## src/hdl/bsort_pkg.sv

```systemverilog
// ----------------------------------------------------------------------------
// bsort_pkg
// Shared types, defaults and helpers for the bitonic batch sorter.
// ----------------------------------------------------------------------------
package bsort_pkg;

   localparam int BATCH_SIZE_DEF = 32;
   localparam int DATA_WIDTH_DEF = 16;
   localparam int BATCH_SIZE_MAX = 256;

   // Wide enough for any stage exponent within the supported batch range.
   localparam int EXP_W = $clog2($clog2(BATCH_SIZE_MAX) + 1);

   typedef enum logic [2:0] {
      ST_LOAD  = 3'b001,
      ST_SORT  = 3'b010,
      ST_DRAIN = 3'b100
   } state_type;

   typedef struct packed {
      logic             shift;
      logic             step;
      logic [EXP_W-1:0] span_exp;
      logic [EXP_W-1:0] dist_exp;
   } cmd_type;

   // Partner lane of a compare-exchange, or the lane itself when out of range.
   function automatic int partner_of(input int lane, input int dist_exp, input int size);
      int p;
      p = lane ^ (1 << dist_exp);
      partner_of = (p < size) ? p : lane;
   endfunction

endpackage

```

## src/hdl/bsort_datapath.sv

```systemverilog
// ----------------------------------------------------------------------------
// bsort_datapath
// Element lanes with a shift path for loading and draining and one full
// compare-exchange stage of the bitonic network per step.
// ----------------------------------------------------------------------------
module bsort_datapath
   import bsort_pkg::*;
#(
   parameter int BATCH_SIZE = BATCH_SIZE_DEF,
   parameter int DATA_WIDTH = DATA_WIDTH_DEF
) (
   input  logic                  clock,
   input  cmd_type               cmd,
   input  logic [DATA_WIDTH-1:0] in_value,
   output logic [DATA_WIDTH-1:0] head_value
);

   localparam int PHASES = $clog2(BATCH_SIZE + 1) - 1;

   logic [DATA_WIDTH-1:0] elem_ff [BATCH_SIZE];
   logic [DATA_WIDTH-1:0] elem_in [BATCH_SIZE];

   always_comb begin
      logic [DATA_WIDTH-1:0] own;
      logic [DATA_WIDTH-1:0] mate;
      logic                  is_lo;
      logic                  asc;
      logic                  take_mate;
      for (int i = 0; i < BATCH_SIZE; i++) begin
         own  = elem_ff[i];
         mate = own;
         for (int j = 0; j < PHASES; j++) begin
            if (cmd.dist_exp == EXP_W'(j)) begin
               mate = elem_ff[partner_of(i, j, BATCH_SIZE)];
            end
         end
         is_lo = ((i >> cmd.dist_exp) & 1) == 0;
         asc   = ((i >> cmd.span_exp) & 1) == 0;
         if (is_lo) begin
            take_mate = asc ? (own > mate) : (own < mate);
         end else begin
            take_mate = asc ? (mate > own) : (mate < own);
         end
         priority if (cmd.shift) begin
            elem_in[i] = (i == BATCH_SIZE - 1) ? in_value : elem_ff[(i + 1) % BATCH_SIZE];
         end else if (cmd.step) begin
            elem_in[i] = take_mate ? mate : own;
         end else begin
            elem_in[i] = own;
         end
      end
   end

   always_ff @(posedge clock) begin
      for (int i = 0; i < BATCH_SIZE; i++) begin
         elem_ff[i] <= elem_in[i];
      end
   end

   assign head_value = elem_ff[0];

endmodule

```

## src/hdl/bsort_ctrl.sv

```systemverilog
// ----------------------------------------------------------------------------
// bsort_ctrl
// Sequencer for loading, the network stages and draining of one batch.
// ----------------------------------------------------------------------------
module bsort_ctrl
   import bsort_pkg::*;
#(
   parameter int BATCH_SIZE = BATCH_SIZE_DEF
) (
   input  logic    clock,
   input  logic    reset,
   input  logic    in_valid,
   output logic    in_ready,
   output logic    out_valid,
   input  logic    out_ready,
   output logic    out_last,
   output cmd_type cmd
);

   localparam int PHASES = $clog2(BATCH_SIZE + 1) - 1;
   localparam int CNT_W  = $clog2(BATCH_SIZE);

   state_type        state_ff, state_in;
   logic [CNT_W-1:0] count_ff, count_in;
   logic [EXP_W-1:0] span_ff, span_in;
   logic [EXP_W-1:0] dist_ff, dist_in;
   logic             in_take;
   logic             out_take;
   logic             count_end;

   assign in_ready  = (state_ff == ST_LOAD);
   assign out_valid = (state_ff == ST_DRAIN);
   assign in_take   = in_valid && in_ready;
   assign out_take  = out_valid && out_ready;
   assign count_end = (count_ff == CNT_W'(BATCH_SIZE - 1));
   assign out_last  = count_end;

   always_comb begin
      state_in = state_ff;
      count_in = count_ff;
      span_in  = span_ff;
      dist_in  = dist_ff;
      unique case (state_ff)
         ST_LOAD: begin
            if (in_take) begin
               count_in = count_end ? '0 : count_ff + 1'b1;
               if (count_end) begin
                  state_in = ST_SORT;
                  span_in  = EXP_W'(1);
                  dist_in  = '0;
               end
            end
         end
         ST_SORT: begin
            if (dist_ff == '0) begin
               if (span_ff == EXP_W'(PHASES)) begin
                  state_in = ST_DRAIN;
               end else begin
                  span_in = span_ff + 1'b1;
                  dist_in = span_ff;
               end
            end else begin
               dist_in = dist_ff - 1'b1;
            end
         end
         ST_DRAIN: begin
            if (out_take) begin
               count_in = count_end ? '0 : count_ff + 1'b1;
               if (count_end) begin
                  state_in = ST_LOAD;
               end
            end
         end
         default: begin
            state_in = ST_LOAD;
            count_in = '0;
         end
      endcase
   end

   always_ff @(posedge clock) begin
      if (reset) begin
         state_ff <= ST_LOAD;
         count_ff <= '0;
         span_ff  <= '0;
         dist_ff  <= '0;
      end else begin
         state_ff <= state_in;
         count_ff <= count_in;
         span_ff  <= span_in;
         dist_ff  <= dist_in;
      end
   end

   always_comb begin
      cmd.shift    = in_take || out_take;
      cmd.step     = (state_ff == ST_SORT);
      cmd.span_exp = span_ff;
      cmd.dist_exp = dist_ff;
   end

   a_no_overlap: assert property (@(posedge clock) disable iff (reset)
      !(in_ready && out_valid))
      else $error("Loading and draining are active together.");

   a_full_starts_sort: assert property (@(posedge clock) disable iff (reset)
      (in_take && count_end) |=> (state_ff == ST_SORT))
      else $error("A full batch did not start the network.");

   a_drain_ends_load: assert property (@(posedge clock) disable iff (reset)
      (out_take && out_last) |=> (in_ready && count_ff == '0))
      else $error("The last result did not return the block to loading.");

   a_sort_no_shift: assert property (@(posedge clock) disable iff (reset)
      cmd.step |-> !cmd.shift)
      else $error("Element lanes shifted during a network stage.");

endmodule

```

## src/hdl/bitonic_sorter_32.sv

```systemverilog
// ----------------------------------------------------------------------------
// bitonic_sorter_32
// Batch sorter built on a bitonic compare-exchange network.
// ----------------------------------------------------------------------------
// The block takes BATCH_SIZE unsigned values, one request per cycle, then
// runs the bitonic network, one full compare-exchange stage per cycle, and
// then returns the batch in ascending order, one value per cycle while the
// receiver is ready, with tlast on the largest. Requests are refused while
// a batch sorts or drains, since the single set of element lanes loads,
// sorts and drains in turn.
module bitonic_sorter_32
   import bsort_pkg::*;
#(
   parameter int BATCH_SIZE = BATCH_SIZE_DEF,
   parameter int DATA_WIDTH = DATA_WIDTH_DEF
) (
   input  logic                                clock,
   input  logic                                reset,
   input  logic                                req_tvalid,
   output logic                                req_tready,
   input  logic [((DATA_WIDTH + 7) / 8)*8-1:0] req_tdata,  // sample_value
   output logic                                rsp_tvalid,
   input  logic                                rsp_tready,
   output logic [((DATA_WIDTH + 7) / 8)*8-1:0] rsp_tdata,  // sorted_value
   output logic                                rsp_tlast   // last_of_batch
);

   localparam int BUS_W = ((DATA_WIDTH + 7) / 8) * 8;

   cmd_type               cmd;
   logic [DATA_WIDTH-1:0] head_value;

   bsort_ctrl #(
      .BATCH_SIZE(BATCH_SIZE)
   ) u_ctrl (
      .clock    (clock),
      .reset    (reset),
      .in_valid (req_tvalid),
      .in_ready (req_tready),
      .out_valid(rsp_tvalid),
      .out_ready(rsp_tready),
      .out_last (rsp_tlast),
      .cmd      (cmd)
   );

   bsort_datapath #(
      .BATCH_SIZE(BATCH_SIZE),
      .DATA_WIDTH(DATA_WIDTH)
   ) u_datapath (
      .clock     (clock),
      .cmd       (cmd),
      .in_value  (req_tdata[DATA_WIDTH-1:0]),
      .head_value(head_value)
   );

   assign rsp_tdata = BUS_W'(head_value);

endmodule

```

## config.mk

```make
export PLATFORM = sky130hd
export DESIGN_NAME = bitonic_sorter_32
export DESIGN_NICKNAME = d
export VERILOG_FILES = /design/src/hdl/bsort_pkg.sv /design/src/hdl/bsort_datapath.sv /design/src/hdl/bsort_ctrl.sv /design/src/hdl/bitonic_sorter_32.sv
export SDC_FILE = /design/constraint.sdc
export NUM_CORES = 2
export LEC_CHECK = 0
export BUFFER_PORTS_ARGS = -buffer_cell sky130_fd_sc_hd__buf_2
export CORE_MARGIN = 5
export CORE_UTILIZATION = 40
export DETAILED_ROUTE_END_ITERATION = 7
export GPL_TIMING_DRIVEN = 1
export PLACE_DENSITY = 0.6
export SLEW_MARGIN = 10
export SYNTH_ARGS = -nofsm -noshare
export SYNTH_HDL_FRONTEND = slang
export SYNTH_SLANG_ARGS = --single-unit
export TNS_END_PERCENT = 20
```

## constraint.sdc

```tcl
create_clock -name clock -period 8.1 [get_ports clock]
set_input_delay 1.62 -clock clock [delete_from_list [all_inputs] [get_ports clock]]
set_output_delay 1.62 -clock clock [all_outputs]
set_load 0.05 [all_outputs]
```

==> out/summary.txt <==
Syn Std Cell Area - 55,400 um^2
Num CTS Buffers - 73
Post-synth EDFFs - 512
Min-delay worst type - flop to flop
Clock share of power - 34.8%
Final Non-Filler Cells - 8,411
Worst path arrival time - 7.39 ns
Critical path class - flop to flop
Pleak - 24.3 nW
Clock sinks - 528
Max VDD drop - 130 uV
Vias in the first global route - 56,300
Clk buf depth - 3
Worst path cell trace - buf_4 -> ha_1 -> or3b_4 -> buf_4 -> buf_4 -> nor2_1 -> a311oi_1 -> a211o_1 -> o221ai_1 -> ha_1 -> nand2_1 -> nor3_1 -> o31ai_1 -> mux2i_1 -> nand3_2
Nature of the critical path startpoint - flop
M1 GR Usage - 53.3%
Fmax - 136 MHz
DR pass1 iterations - 8
Most common cell on crit path - buf_4
Core box area - 137,000 um^2
Hpwl dp - 229,000 um
Via density - 7.54
Most common cell after layout, fill and taps aside - nand2_1
Reg-to-reg endpoint - u_datapath.elem_ff[21][9]
RSZ-0062 raised after global routing - false
Std-Cell Rows - 136
DRT antenna net count - 0
Final WL - 323,000 um
Buffers added on ports - 38
CTS H-tree lvls - 3
Clock root buffer - clkbuf_16
Reg clk slew, reported paths - 0.06 ns
PnR worst setup slack - 0.755 ns
Die area - 146,000 um^2
First-pass GRT wire length - 448,000 um
Sw Ratio - 38.7%
Worst path bufs/invs - 3
Hold-fix buffers, CTS - 0
Hold Path Sink - u_ctrl.count_ff[4]
Largest net degree at the start of global routing - 213
Main synth FF type - edfxtp_1
Worst Setup SP - u_ctrl.dist_ff[0]
Routability cong. - 1.05
Register area - 15,700 um^2
Worst hold start - u_ctrl.count_ff[4]
Hold Fails Final Rpt - 0
Yosys reg bits - 528
GR Layer Usage met2 - 58.6%
Fin Setup TNS - 0 ns
Chip Height - 382 um
R2R cell count - 15
Vias - 63,400
Slew HR - 7.52%
Final worst-path cycle share - 90.7%
Postcts setup bufs - 0
CP peak stage delay - 1.07 ns
Fill cell count - 13,600
# setup viols final - 0
Crit-path leading delay family - simple AND/OR/NAND/NOR gates
Hold Crit Depth - 2
Post-synthesis sequential area ratio - 28.3%
Multi-input logic area - 36,900 um^2
Worst skew pair latency - 0.72 ns
Fraction of layout cells with a size suffix above 1 - 7.04%
R2r setup slk - 0.75 ns
Avg Cell Area, Syn - 8.06 um^2
Crit-path slowest cell - nor3_1
Layout Skew - 0.0312 ns
Worst path required time - 8.14 ns
Die X - 382 um
Synth Instances - 6,874
Power per cell area - 168 nW/um^2
Dpl cells - 8,265
Syn nets - 7,419
IO Pins - 39
Sequential share of power - 40.8%
Commonest cells after routing, fill and taps aside - nand2_1, nor2_1, ha_1
Comb power frac - 24.4%
Gr busiest metal - met2
Nets - 7,092
DRC - 12
Grt ovf - 0
GR Layer Usage met3 - 14.9%
Failing checks - design-rule violations
CP endpoint kind - flop
Slew Limit Fails - 0
All-Layer GR Usage - 42.1%
FFs w/ async S/R, synth - 0%
Status - finished, violations left
Starting DRT DRC Count - 12,600
Pre-CTS WS - 1.24 ns
P&R area growth vs syn - 7.97%
Int Power - 6.16 mW
CTS tree - done
Per-cell routed wire length - 38.5 um
Max-capacitance violation count - 0
Synth warnings - 0
CTS resizes - 0
Critical R2R Launch - u_ctrl.dist_ff[0]
Initial Util - 40.3%
Net Switching - 3.88 mW
Max Fanout on Critical Path - 47
Initial antenna violation count - 13
Crit path time final - 7.35 ns
Measured slew at the worst slew-check pin - 1.38 ns
Netlist cell types - 67
## layout make-up
cell class	instances	area share (%)
tap	1794	3.75
clock inverter	38	0.734
multi-input combinational	5628	61.8
timing repair buffer	239	3.70
inverter	77	0.483
clock buffer	96	3.27
antenna	11	0.0460
sequential	528	26.2
## through the flow
step / hold slack (ns) / util, % / power, mW / cell area (um^2)
after floorplan: 0.450 / - / 5.02 / 55400
after global placement: 0.458 / 41.7 / 6.37 / 57300
after detailed placement: 0.473 / 41.7 / 6.39 / 57400
after CTS: 0.480 / 43.5 / 9.84 / 59800
after global routing: 0.516 / 43.5 / 10.2 / 59800
final: 0.478 / 43.5 / 10.0 / 59800
## flip-flops by register name, summed over array words and instances (netlist names)
signal	cells
u_ctrl.dist_ff	4
u_datapath.elem_ff	512
u_ctrl.span_ff	4
u_ctrl.count_ff	5
u_ctrl.state_ff	3
## synth_stat cells (19+ instances only)
master | instances | share of area (%)
nand2_1 | 1503 | 10
nor2_1 | 540 | 3.7
ha_1 | 525 | 12
edfxtp_1 | 512 | 28
clkbuf_1 | 501 | 3.4
a211o_1 | 458 | 7.2
a311oi_1 | 454 | 7.2
o221ai_1 | 446 | 7.1
o21ai_1 | 347 | 3.1
a21oi_1 | 321 | 2.9
o21ai_0 | 207 | 1.9
o211ai_1 | 144 | 2.0
a21o_1 | 89 | 1.2
buf_2 | 79 | 0.71
inv_1 | 76 | 0.51
nand4_1 | 75 | 0.85
o22ai_1 | 61 | 0.69
mux2_2 | 60 | 1.2
nand3_1 | 60 | 0.54
nor2b_1 | 43 | 0.49
nor3_1 | 38 | 0.34
buf_6 | 35 | 0.71
a211oi_1 | 31 | 0.42
buf_1 | 24 | 0.16
xnor2_1 | 21 | 0.33
and3_1 | 20 | 0.23
nand2b_1 | 19 | 0.21
## metal layers
metal / vias up / wire (um)
li1: 26200 / -
met1: 30300 / 116000
met2: 5623 / 128000
met3: 1289 / 48700
met4: 4 / 31100
met5: - / 27
## power groups by stage
| stage | Combinational, mW | Sequential, mW | Clock, mW |
|---|---|---|---|
| after detailed placement | 2.33 | 4.06 | 0 |
| after global routing | 2.57 | 4.05 | 3.58 |
| after floorplan | 1.37 | 3.66 | 0 |
| after global placement | 2.30 | 4.07 | 0 |
| after CTS | 2.34 | 4.01 | 3.49 |
| final | 2.45 | 4.10 | 3.49 |
## tightest hold or removal path, stage by stage (launching register included)
cell      delay (ns)
dfxtp_1         0.31
nand2b_1        0.06
a21oi_1         0.05
## worst max-delay path by stage
stage                                 end  slack, ns  cells past startpoint
3_5_place_dp     u_datapath.elem_ff[8][7]       1.24                     16
2_1_floorplan    u_datapath.elem_ff[5][0]       2.30                     18
4_1_cts         u_datapath.elem_ff[8][13]       1.19                     16
3_3_place_gp   u_datapath.elem_ff[20][10]       0.86                     16
6_report        u_datapath.elem_ff[21][9]       0.75                     15
5_1_grt         u_datapath.elem_ff[21][9]       1.02                     15
## cells by family after synthesis
group / share of synthesized area [%]
AOI/OAI and AO/OA: 35.2
and+or+nand+nor: 17.1
buffers and inverters: 5.53
DFF: 28.3
adders and majority gates: 11.9
muxes: 1.44
xor gates and xnor gates: 0.538
Power figures use the tool's default switching activity.
